==> src/sv/kss_pkg.sv <==
`timescale 1ns / 1ps
package kss_pkg;

  localparam int STATE_SIZE     = 2;
  localparam int COEF_FRAC_BITS = 12;

  localparam int IDX_W     = 1;
  localparam int DATA_W    = 32;
  localparam int COEF_W    = 16;
  localparam int CFG_W     = 64;
  localparam int CFG_IDX_W = 3;

  // Sum of two coefficient products, exact.
  localparam int KH_W  = 2 * COEF_W + 2;
  // Entry of A - K*H after the fraction shift.
  localparam int M_W   = KH_W - COEF_FRAC_BITS + 1;
  localparam int P_W   = M_W + DATA_W;
  localparam int ACC_W = P_W + 3;

  localparam logic [IDX_W-1:0] LAST_IDX = IDX_W'(STATE_SIZE - 1);

  typedef enum logic [CFG_IDX_W-1:0] {
    REG_TRANSITION  = 3'd0,
    REG_CONTROL     = 3'd1,
    REG_GAIN        = 3'd2,
    REG_OBSERVATION = 3'd3,
    REG_INITIAL     = 3'd4
  } reg_index_t;

  typedef enum logic [1:0] {
    OP_KH = 2'd0,
    OP_BU = 2'd1,
    OP_KZ = 2'd2,
    OP_MX = 2'd3
  } op_kind_t;

  typedef logic [1:0][DATA_W-1:0] vec_t;

  typedef struct packed {
    logic             valid;
    op_kind_t         kind;
    logic [IDX_W-1:0] r;
    logic [IDX_W-1:0] c;
    logic [IDX_W-1:0] k;
    logic             first;
    logic             last;
    logic             item_end;
  } kss_op_t;

  typedef struct packed {
    logic done;
    logic sat;
    vec_t est;
  } kss_res_t;

  // Coefficient (r,c) of a row-major packed 2x2 matrix.
  function automatic logic signed [COEF_W-1:0] coef(input logic [CFG_W-1:0] m,
                                                    input logic [IDX_W-1:0] r,
                                                    input logic [IDX_W-1:0] c);
    logic [5:0] off;
    off = {r, c, 4'b0000};
    return $signed(m[off +: COEF_W]);
  endfunction

endpackage

==> src/sv/kss_ifs.sv <==
`timescale 1ns / 1ps
interface kss_cfg_if import kss_pkg::*; ();
  logic                 valid;
  logic                 ready;
  logic [CFG_IDX_W-1:0] index;
  logic [CFG_W-1:0]     data;
  modport source (output valid, index, data, input ready);
  modport sink (input valid, index, data, output ready);
endinterface

interface kss_item_if import kss_pkg::*; ();
  logic                     valid;
  logic                     ready;
  logic                     restart;
  logic signed [DATA_W-1:0] measurement_0;
  logic signed [DATA_W-1:0] measurement_1;
  logic signed [DATA_W-1:0] control_0;
  logic signed [DATA_W-1:0] control_1;
  modport source (output valid, restart, measurement_0, measurement_1, control_0, control_1,
                  input ready);
  modport sink (input valid, restart, measurement_0, measurement_1, control_0, control_1,
                output ready);
endinterface

interface kss_result_if import kss_pkg::*; ();
  logic                     valid;
  logic                     ready;
  logic signed [DATA_W-1:0] estimate_0;
  logic signed [DATA_W-1:0] estimate_1;
  logic                     saturated;
  modport source (output valid, estimate_0, estimate_1, saturated, input ready);
  modport sink (input valid, estimate_0, estimate_1, saturated, output ready);
endinterface

==> src/sv/kss_ctrl.sv <==
`timescale 1ns / 1ps
module kss_ctrl import kss_pkg::*; (
  input  logic    clk,
  input  logic    rst,
  input  logic    start,
  input  logic    done,
  output logic    busy,
  output kss_op_t op
);

  typedef enum logic [2:0] {
    S_IDLE  = 3'b001,
    S_ISSUE = 3'b010,
    S_WAIT  = 3'b100
  } ctrl_state_t;

  ctrl_state_t      state;
  op_kind_t         kind;
  logic [IDX_W-1:0] r;
  logic [IDX_W-1:0] c;
  logic [IDX_W-1:0] k;

  assign busy = (state != S_IDLE);

  always_comb begin
    op.valid    = (state == S_ISSUE);
    op.kind     = kind;
    op.r        = r;
    op.c        = c;
    op.k        = k;
    op.first    = (kind == OP_BU) && (c == '0);
    op.last     = (kind == OP_MX) && (c == LAST_IDX);
    op.item_end = (kind == OP_MX) && (c == LAST_IDX) && (r == LAST_IDX);
  end

  // Per matrix entry: the K*H products, then B*u, K*z and finally M*x.
  always_ff @(posedge clk) begin
    if (rst) begin
      state <= S_IDLE;
      kind  <= OP_KH;
      r     <= '0;
      c     <= '0;
      k     <= '0;
    end else begin
      case (state)
        S_IDLE: begin
          kind <= OP_KH;
          r    <= '0;
          c    <= '0;
          k    <= '0;
          if (start) state <= S_ISSUE;
        end
        S_ISSUE: begin
          case (kind)
            OP_KH: begin
              if (k == LAST_IDX) kind <= OP_BU;
              else k <= k + 1'b1;
            end
            OP_BU: kind <= OP_KZ;
            OP_KZ: kind <= OP_MX;
            OP_MX: begin
              kind <= OP_KH;
              k    <= '0;
              if (c == LAST_IDX) begin
                c <= '0;
                if (r == LAST_IDX) state <= S_WAIT;
                else r <= r + 1'b1;
              end else begin
                c <= c + 1'b1;
              end
            end
            default: kind <= OP_KH;
          endcase
        end
        S_WAIT: begin
          if (done) state <= S_IDLE;
        end
        default: state <= S_IDLE;
      endcase
    end
  end

endmodule

==> src/sv/kss_mac.sv <==
`timescale 1ns / 1ps
module kss_mac import kss_pkg::*; (
  input  logic             clk,
  input  logic             rst,
  input  kss_op_t          op,
  input  logic [CFG_W-1:0] trans,
  input  logic [CFG_W-1:0] ctl,
  input  logic [CFG_W-1:0] gain,
  input  logic [CFG_W-1:0] obs,
  input  vec_t             x,
  input  vec_t             z,
  input  vec_t             u,
  output kss_res_t         res
);

  localparam logic signed [ACC_W-1:0] ACC_MAX =
    $signed({{(ACC_W-DATA_W+1){1'b0}}, {(DATA_W-1){1'b1}}});
  localparam logic signed [ACC_W-1:0] ACC_MIN =
    $signed({{(ACC_W-DATA_W+1){1'b1}}, {(DATA_W-1){1'b0}}});

  logic signed [M_W-1:0]    a;
  logic signed [DATA_W-1:0] b;
  logic signed [P_W-1:0]    p;
  kss_op_t                  tag1;
  kss_op_t                  tag2;
  logic signed [KH_W-1:0]   kh;
  logic signed [M_W-1:0]    m_reg;
  logic signed [ACC_W-1:0]  acc;
  logic signed [ACC_W-1:0]  term;
  logic [DATA_W-1:0]        nx [2];
  logic [DATA_W-1:0]        clip;
  logic                     clip_flag;
  logic                     sat;
  logic                     done;

  // Operand selection for the shared multiplier.
  always_comb begin
    a = '0;
    b = '0;
    case (op.kind)
      OP_KH: begin
        a = M_W'(coef(gain, op.r, op.k));
        b = DATA_W'(coef(obs, op.k, op.c));
      end
      OP_BU: begin
        a = M_W'(coef(ctl, op.r, op.c));
        b = $signed(u[op.c]);
      end
      OP_KZ: begin
        a = M_W'(coef(gain, op.r, op.c));
        b = $signed(z[op.c]);
      end
      OP_MX: begin
        a = m_reg;
        b = $signed(x[op.c]);
      end
      default: begin
        a = '0;
        b = '0;
      end
    endcase
  end

  assign term = ACC_W'(p >>> COEF_FRAC_BITS);

  always_comb begin
    clip      = acc[DATA_W-1:0];
    clip_flag = 1'b0;
    if (acc > ACC_MAX) begin
      clip      = ACC_MAX[DATA_W-1:0];
      clip_flag = 1'b1;
    end else if (acc < ACC_MIN) begin
      clip      = ACC_MIN[DATA_W-1:0];
      clip_flag = 1'b1;
    end
  end

  always_ff @(posedge clk) begin
    if (rst) begin
      tag1.valid <= 1'b0;
      tag2.valid <= 1'b0;
      done       <= 1'b0;
    end else begin
      tag1.valid <= op.valid;
      tag2.valid <= tag1.valid;
      done       <= tag2.valid && tag2.last && tag2.item_end;
    end

    // Multiply stage.
    if (op.valid) begin
      p                    <= a * b;
      {tag1.kind, tag1.r, tag1.c, tag1.k} <= {op.kind, op.r, op.c, op.k};
      {tag1.first, tag1.last, tag1.item_end} <= {op.first, op.last, op.item_end};
    end

    // Accumulate stage. The M entry is formed once both K*H products are in.
    if (tag1.valid) begin
      case (tag1.kind)
        OP_KH: kh <= (tag1.k == '0) ? KH_W'(p) : kh + KH_W'(p);
        OP_BU: begin
          m_reg <= M_W'(coef(trans, tag1.r, tag1.c)) - M_W'(kh >>> COEF_FRAC_BITS);
          acc   <= (tag1.first ? '0 : acc) + term;
        end
        OP_KZ: acc <= acc + term;
        OP_MX: acc <= acc + term;
        default: acc <= acc;
      endcase
    end
    {tag2.kind, tag2.r, tag2.c, tag2.k} <= {tag1.kind, tag1.r, tag1.c, tag1.k};
    {tag2.first, tag2.last, tag2.item_end} <= {tag1.first, tag1.last, tag1.item_end};

    // Saturate a finished row.
    if (tag2.valid && tag2.last) begin
      nx[tag2.r] <= clip;
      sat        <= ((tag2.r == '0) ? 1'b0 : sat) | clip_flag;
    end
  end

  assign res.done   = done;
  assign res.sat    = sat;
  assign res.est[0] = nx[0];
  assign res.est[1] = nx[1];

endmodule

==> src/sv/steady_state_kalman_step_top.sv <==
`timescale 1ns / 1ps
// A restart transaction loads the initial estimate, which then moves on the pending flag into
// the result register; a filter step runs every product through the multiply, accumulate and
// saturate stages of the single shared multiplier, one step at a time.
// Reset (rst, synchronous, active high) clears all configuration registers, the estimate
// and the handshake state; the result register holds no transaction after reset.
module steady_state_kalman_step_top import kss_pkg::*; (
  input logic          clk,
  input logic          rst,
  kss_cfg_if.sink      cfg,
  kss_item_if.sink     item,
  kss_result_if.source result
);

  // Configuration registers. Writes are always taken; unknown indexes are dropped.
  logic [CFG_W-1:0] trans;
  logic [CFG_W-1:0] ctl;
  logic [CFG_W-1:0] gain;
  logic [CFG_W-1:0] obs;
  logic [CFG_W-1:0] init;

  // Kept estimate and the inputs of the step in progress.
  vec_t x;
  vec_t z;
  vec_t u;

  // A finished estimate waiting to move into the result register.
  logic pend;
  logic pend_sat;

  logic                     out_valid;
  logic signed [DATA_W-1:0] out_est0;
  logic signed [DATA_W-1:0] out_est1;
  logic                     out_sat;

  logic     busy;
  logic     item_take;
  logic     start;
  logic     out_load;
  kss_op_t  op;
  kss_res_t res;

  assign cfg.ready = 1'b1;

  always_ff @(posedge clk) begin
    if (rst) begin
      trans <= '0;
      ctl   <= '0;
      gain  <= '0;
      obs   <= '0;
      init  <= '0;
    end else if (cfg.valid) begin
      case (cfg.index)
        REG_TRANSITION:  trans <= cfg.data;
        REG_CONTROL:     ctl   <= cfg.data;
        REG_GAIN:        gain  <= cfg.data;
        REG_OBSERVATION: obs   <= cfg.data;
        REG_INITIAL:     init  <= cfg.data;
        default: ;
      endcase
    end
  end

  // One item at a time: a new transaction is taken only when nothing is being computed
  // and no finished estimate is waiting. A result still sitting in the output register
  // does not block acceptance.
  assign item.ready = !busy && !pend;
  assign item_take  = item.valid && item.ready;
  assign start      = item_take && !item.restart;
  assign out_load   = pend && (!out_valid || result.ready);

  always_ff @(posedge clk) begin
    if (item_take) begin
      z[0] <= item.measurement_0;
      z[1] <= (STATE_SIZE >= 2) ? item.measurement_1 : '0;
      u[0] <= item.control_0;
      u[1] <= (STATE_SIZE >= 2) ? item.control_1 : '0;
    end
  end

  // The estimate changes on a restart or when the datapath finishes a step.
  always_ff @(posedge clk) begin
    if (rst) begin
      x        <= '0;
      pend     <= 1'b0;
      pend_sat <= 1'b0;
    end else begin
      if (item_take && item.restart) begin
        x[0]     <= init[DATA_W-1:0];
        x[1]     <= (STATE_SIZE >= 2) ? init[CFG_W-1:DATA_W] : '0;
        pend     <= 1'b1;
        pend_sat <= 1'b0;
      end else if (res.done) begin
        x[0]     <= res.est[0];
        x[1]     <= (STATE_SIZE >= 2) ? res.est[1] : '0;
        pend     <= 1'b1;
        pend_sat <= res.sat;
      end else if (out_load) begin
        pend <= 1'b0;
      end
    end
  end

  // Output register parting the compute side from the result consumer.
  always_ff @(posedge clk) begin
    if (rst) begin
      out_valid <= 1'b0;
    end else if (out_load) begin
      out_valid <= 1'b1;
    end else if (result.ready) begin
      out_valid <= 1'b0;
    end
    if (out_load) begin
      out_est0 <= $signed(x[0]);
      out_est1 <= $signed(x[1]);
      out_sat  <= pend_sat;
    end
  end

  assign result.valid      = out_valid;
  assign result.estimate_0 = out_est0;
  assign result.estimate_1 = out_est1;
  assign result.saturated  = out_sat;

  // Sequencer walks every product of every matrix entry through the shared multiplier.
  kss_ctrl u_ctrl (
    .clk   (clk),
    .rst   (rst),
    .start (start),
    .done  (res.done),
    .busy  (busy),
    .op    (op)
  );

  // Multiply, accumulate and saturate pipeline.
  kss_mac u_mac (
    .clk   (clk),
    .rst   (rst),
    .op    (op),
    .trans (trans),
    .ctl   (ctl),
    .gain  (gain),
    .obs   (obs),
    .x     (x),
    .z     (z),
    .u     (u),
    .res   (res)
  );

endmodule

==> src/flat_wrapper.sv <==
// flat-port wrapper written by rule: the top's interface ports become plain ports
module steady_state_kalman_step_top_flat import kss_pkg::*;
  (clk, rst, cfg_valid, cfg_index, cfg_data, cfg_ready, item_valid, item_restart, item_measurement_0, item_measurement_1, item_control_0, item_control_1, item_ready, result_valid, result_estimate_0, result_estimate_1, result_saturated, result_ready);
  kss_cfg_if cfg_i ();
  kss_item_if item_i ();
  kss_result_if result_i ();
  input logic clk;
  input logic rst;
  input wire logic [$bits(cfg_i.valid)-1:0] cfg_valid;
  input wire logic [$bits(cfg_i.index)-1:0] cfg_index;
  input wire logic [$bits(cfg_i.data)-1:0] cfg_data;
  output wire logic [$bits(cfg_i.ready)-1:0] cfg_ready;
  input wire logic [$bits(item_i.valid)-1:0] item_valid;
  input wire logic [$bits(item_i.restart)-1:0] item_restart;
  input wire logic [$bits(item_i.measurement_0)-1:0] item_measurement_0;
  input wire logic [$bits(item_i.measurement_1)-1:0] item_measurement_1;
  input wire logic [$bits(item_i.control_0)-1:0] item_control_0;
  input wire logic [$bits(item_i.control_1)-1:0] item_control_1;
  output wire logic [$bits(item_i.ready)-1:0] item_ready;
  output wire logic [$bits(result_i.valid)-1:0] result_valid;
  output wire logic [$bits(result_i.estimate_0)-1:0] result_estimate_0;
  output wire logic [$bits(result_i.estimate_1)-1:0] result_estimate_1;
  output wire logic [$bits(result_i.saturated)-1:0] result_saturated;
  input wire logic [$bits(result_i.ready)-1:0] result_ready;
  assign cfg_i.valid = cfg_valid;
  assign cfg_i.index = cfg_index;
  assign cfg_i.data = cfg_data;
  assign cfg_ready = cfg_i.ready;
  assign item_i.valid = item_valid;
  assign item_i.restart = item_restart;
  assign item_i.measurement_0 = item_measurement_0;
  assign item_i.measurement_1 = item_measurement_1;
  assign item_i.control_0 = item_control_0;
  assign item_i.control_1 = item_control_1;
  assign item_ready = item_i.ready;
  assign result_valid = result_i.valid;
  assign result_estimate_0 = result_i.estimate_0;
  assign result_estimate_1 = result_i.estimate_1;
  assign result_saturated = result_i.saturated;
  assign result_i.ready = result_ready;
  steady_state_kalman_step_top u_core (.clk(clk), .rst(rst), .cfg(cfg_i), .item(item_i), .result(result_i));
endmodule
==> config.mk <==
export PLATFORM = sky130hd
export DESIGN_NAME = steady_state_kalman_step_top_flat
export DESIGN_NICKNAME = d
export VERILOG_FILES = /design/src/sv/kss_pkg.sv /design/src/sv/kss_ifs.sv /design/src/sv/kss_ctrl.sv /design/src/sv/kss_mac.sv /design/src/sv/steady_state_kalman_step_top.sv /design/src/flat_wrapper.sv
export SDC_FILE = /design/constraint.sdc
export NUM_CORES = 2
export LEC_CHECK = 0
export BUFFER_PORTS_ARGS = -buffer_cell sky130_fd_sc_hd__buf_4
export CAP_MARGIN = 25
export CORE_MARGIN = 3
export CORE_UTILIZATION = 42
export CTS_BUF_LIST = sky130_fd_sc_hd__clkbuf_8 sky130_fd_sc_hd__clkbuf_16
export DETAILED_ROUTE_END_ITERATION = 8
export PLACE_DENSITY_LB_ADDON = 0.3
export SLEW_MARGIN = 30
export SYNTH_ARGS = -nofsm -noshare
export SYNTH_HDL_FRONTEND = slang
export SYNTH_SLANG_ARGS = --single-unit
==> constraint.sdc <==
create_clock -name clk -period 11.73 [get_ports clk]
set_clock_uncertainty 0.15 [all_clocks]
set_input_delay 1.7595 -clock clk [delete_from_list [all_inputs] [get_ports clk]]
set_output_delay 1.7595 -clock clk [all_outputs]
set_load 0.005 [all_outputs]
==> impl_metrics.py <==
metrics = {
    "detailed_routing": {
        "ant_nets": 0,
        "dr.first_iter.drc_count": 6073,
        "routedWlPerCell_um": 24.81,
        "routed_wl_um": 234500,
        "top_layer": "met4",
        "route.detailed.drc": 0,
        "vias": 53856,
        "viasPerCell": 5.697,
        "wl_met2_um": 105400,
        "wl_met3_um": 20500,
        "dr.pass1.iters": 9,
        "wl_met1_um": 91570,
    },
    "placed_design": {
        "pre_cts_ws_ns": 1.162,
        "gp_routability_congestion": 0.9639,
        "dp_hpwl_um": 179800,
        "io_buffers": 267,
    },
    "timing": {
        "fin_ws_ns": 0.9565,
        "maxSlewViolCount": 0,
        "hold_viol": 0,
        "period_share_pct": 91.85,
        "tns_ns": 0,
        "fmax_ghz": 0.09282,
        "final.min_clock_period_ns": 10.77,
        "rsz0062_at_grt": "no",
        "setup_viol": 0,
        "max_slew_margin_pct": 26.84,
        "worst_slew_pin_slew_ns": 1.093,
    },
    "global_route": {
        "antenna_found_initial": 7,
        "grt_max_degree": 114,
        "grt_pass1_vias": 54056,
        "grt_pass1_wl_um": 346400,
        "overflow": 0,
        "grt_usage_pct": 28.20,
    },
    "floorplanning": {
        "start_util_pct": 42.39,
        "dieArea_um2": 165200,
        "die_h_um": 406.5,
        "io_pins": 269,
        "rows": 146,
        "design.core.area_um2": 158900,
        "die_x_um": 406.5,
    },
    "worst_hold_path": {
        "hold_class": "reg2reg",
        "min_from": "u_core.u_mac.tag1[0]",
        "hold_depth": 0,
        "worstHoldEndpoint": "u_core.u_mac.tag2[0]",
    },
    "final_layout": {
        "layout_commonest_cell": "nand2_1",
        "layout_common_cells": "nand2_1 (1322), inv_1 (981), fa_1 (758)",
        "drive_gt1_share_pct": 10.06,
        "fin_nets": 8577,
        "fillerInstances": 15094,
        "area_growth_pct": 11.24,
    },
    "power": {
        "power_leakage_nw": 32.05,
        "peakVddDrop_v": 0.0001273,
        "finalPower_mw": 8.332,
        "cellPowerDensity_nw_per_um2": 111.2,
    },
    "outcome": {
        "status": "finished, final reports clean",
    },
    "cts": {
        "cts_buffers": 89,
        "post-cts-setup-buffers": 0,
        "clkLatencyLatePin_ns": 0.75,
        "htreeDepth": 3,
        "clk_pin_slew_worst_paths_ns": 0.07,
        "cts_root_buffer": "clkbuf_16",
        "clkSinkCount": 837,
        "clockBufferDepth": 3,
        "cts_tree": "yes",
        "cts-resized-gates": 0,
        "cts-hold-fix-buffers": 0,
    },
    "worst_setup_path": {
        "start_kind": "flip-flop",
        "slowest_stage": "ha_2",
        "cp.arrival_ns": 11.08,
        "r2r.worst_path.cells": 30,
        "critical-path-top-cell-by-count": "fa_1",
        "worstPathRequired_ns": 12.04,
        "r2r-start": "u_core.u_ctrl.kind[0]",
        "r2r_setup_slack_ns": 0.96,
        "criticalPathCategory": "reg2reg",
        "cpPeakStageDelay_ns": 0.77,
        "r2r_end": "u_core.u_mac.p[48]",
        "endpoint_kind": "flip-flop",
        "worst-path-max-fanout": 34,
    },
    "synthesis": {
        "syn-num-nets": 8472,
        "synth.distinct_cells": 86,
        "async_flop_share_pct": 0,
        "seq_area_frac_synth_pct": 31.35,
        "yosys_most_used_dff": "edfxtp_1",
        "synth_warnings": 0,
        "syn_avg_cell_area_um2": 9.360,
        "ys_seq_elements": 837,
        "synth_edf_count": 436,
        "synthesis.area_um2": 67360,
        "netlist_instances": 7197,
    },
    "flow_run": {
        "maxCapViolations": 0,
    },
}
## synthesized netlist by cell type, types with 48 or more instances
cell type / count / share of area, %
a21o_1: 121 / 1.3
nor2b_1: 100 / 0.93
mux4_2: 48 / 1.6
xnor2_1: 121 / 1.6
clkbuf_1: 314 / 1.7
nand2_1: 1324 / 7.4
dfxtp_1: 401 / 12
fa_1: 758 / 23
mux2_2: 77 / 1.3
a21oi_1: 575 / 4.3
nand3_1: 50 / 0.37
inv_1: 964 / 5.4
nor2_1: 521 / 2.9
o21ai_0: 153 / 1.1
nand2b_1: 70 / 0.65
xor2_1: 79 / 1.0
ha_1: 316 / 5.9
a211oi_1: 82 / 0.91
edfxtp_1: 436 / 19
mux2i_1: 97 / 1.4
## report_power, final
part           switching (mW)  leakage, nW  internal (mW)
Combinational            1.10         23.2          0.568
Sequential              0.237         7.27           3.41
Clock                    1.31         1.59           1.71
Total                    2.65         32.1           5.68
## layer usage
metal	up-vias	global-route usage (%)
met1	26860	36.42
met4	0	17.76
met5	-	0
met3	551	4.663
li1	23776	-
met2	2669	44.21
## logic make-up after synthesis
kind of cell               Yosys count  share of synthesized area, %
and+or+nand+nor                   2270                         14.15
buffers and inverters             1332                         7.459
AOI/OAI and AO/OA                 1261                         11.71
adders and majority gates         1074                         28.40
DFF                                837                         31.35
muxes                              222                         4.333
xor gates and xnor gates           200                         2.600
other                                1                      0.005567
## area by class of cell
class / count / area [um^2] / area share (%)
diodes: 4 / 10.01 / 0.01336
clock buffers: 102 / 2429 / 3.241
clock inverters: 65 / 723.2 / 0.9651
inverters: 965 / 3627 / 4.840
multi-input cells: 5028 / 41490 / 55.37
flip-flops and latches: 837 / 21130 / 28.20
well taps: 2072 / 2592 / 3.460
repair buffers: 381 / 2933 / 3.914
## worst max-delay path, delay by kind of cell (launching register included)
kind                     cells  cell delay [ns]
adder cells (fa/ha/maj)      9             4.72
AO/OA/AOI/OAI                9             2.73
AND/OR/NAND/NOR              5             1.40
buffers and inverters        6             0.89
flip-flops                   1             0.42
XOR/XNOR                     1             0.14
## worst max path at each step
stage / cells past startpoint / startpoint / slack (ns) / endpoint
after global routing: 30 / u_core.u_ctrl.kind[0] / 0.55 / u_core.u_mac.p[48]
after detailed placement: 30 / u_core.u_ctrl.kind[0] / 1.16 / u_core.u_mac.p[48]
after floorplan: 33 / u_core.u_ctrl.r / 2.79 / u_core.u_mac.p[52]
final: 30 / u_core.u_ctrl.kind[0] / 0.96 / u_core.u_mac.p[48]
after CTS: 30 / u_core.u_ctrl.kind[0] / 1.10 / u_core.u_mac.p[48]
after global placement: 30 / u_core.u_ctrl.kind[0] / 1.39 / u_core.u_mac.p[48]
## metrics by stage
stage / hold WS [ns] / instance area, um^2 / cells / utilization [%]
3_5_place_dp: 0.1963 / 71740 / 9282 / 45.14
4_1_cts: 0.2200 / 74890 / 9449 / 47.12
6_report: 0.2238 / 74940 / 9454 / 47.15
5_1_grt: 0.2291 / 74930 / 9451 / 47.15
3_3_place_gp: 0.1748 / 71670 / 9282 / 45.10
2_1_floorplan: 0.1733 / 67360 / 7197 / -
No activity file was read; power rests on OpenSTA's default activity.
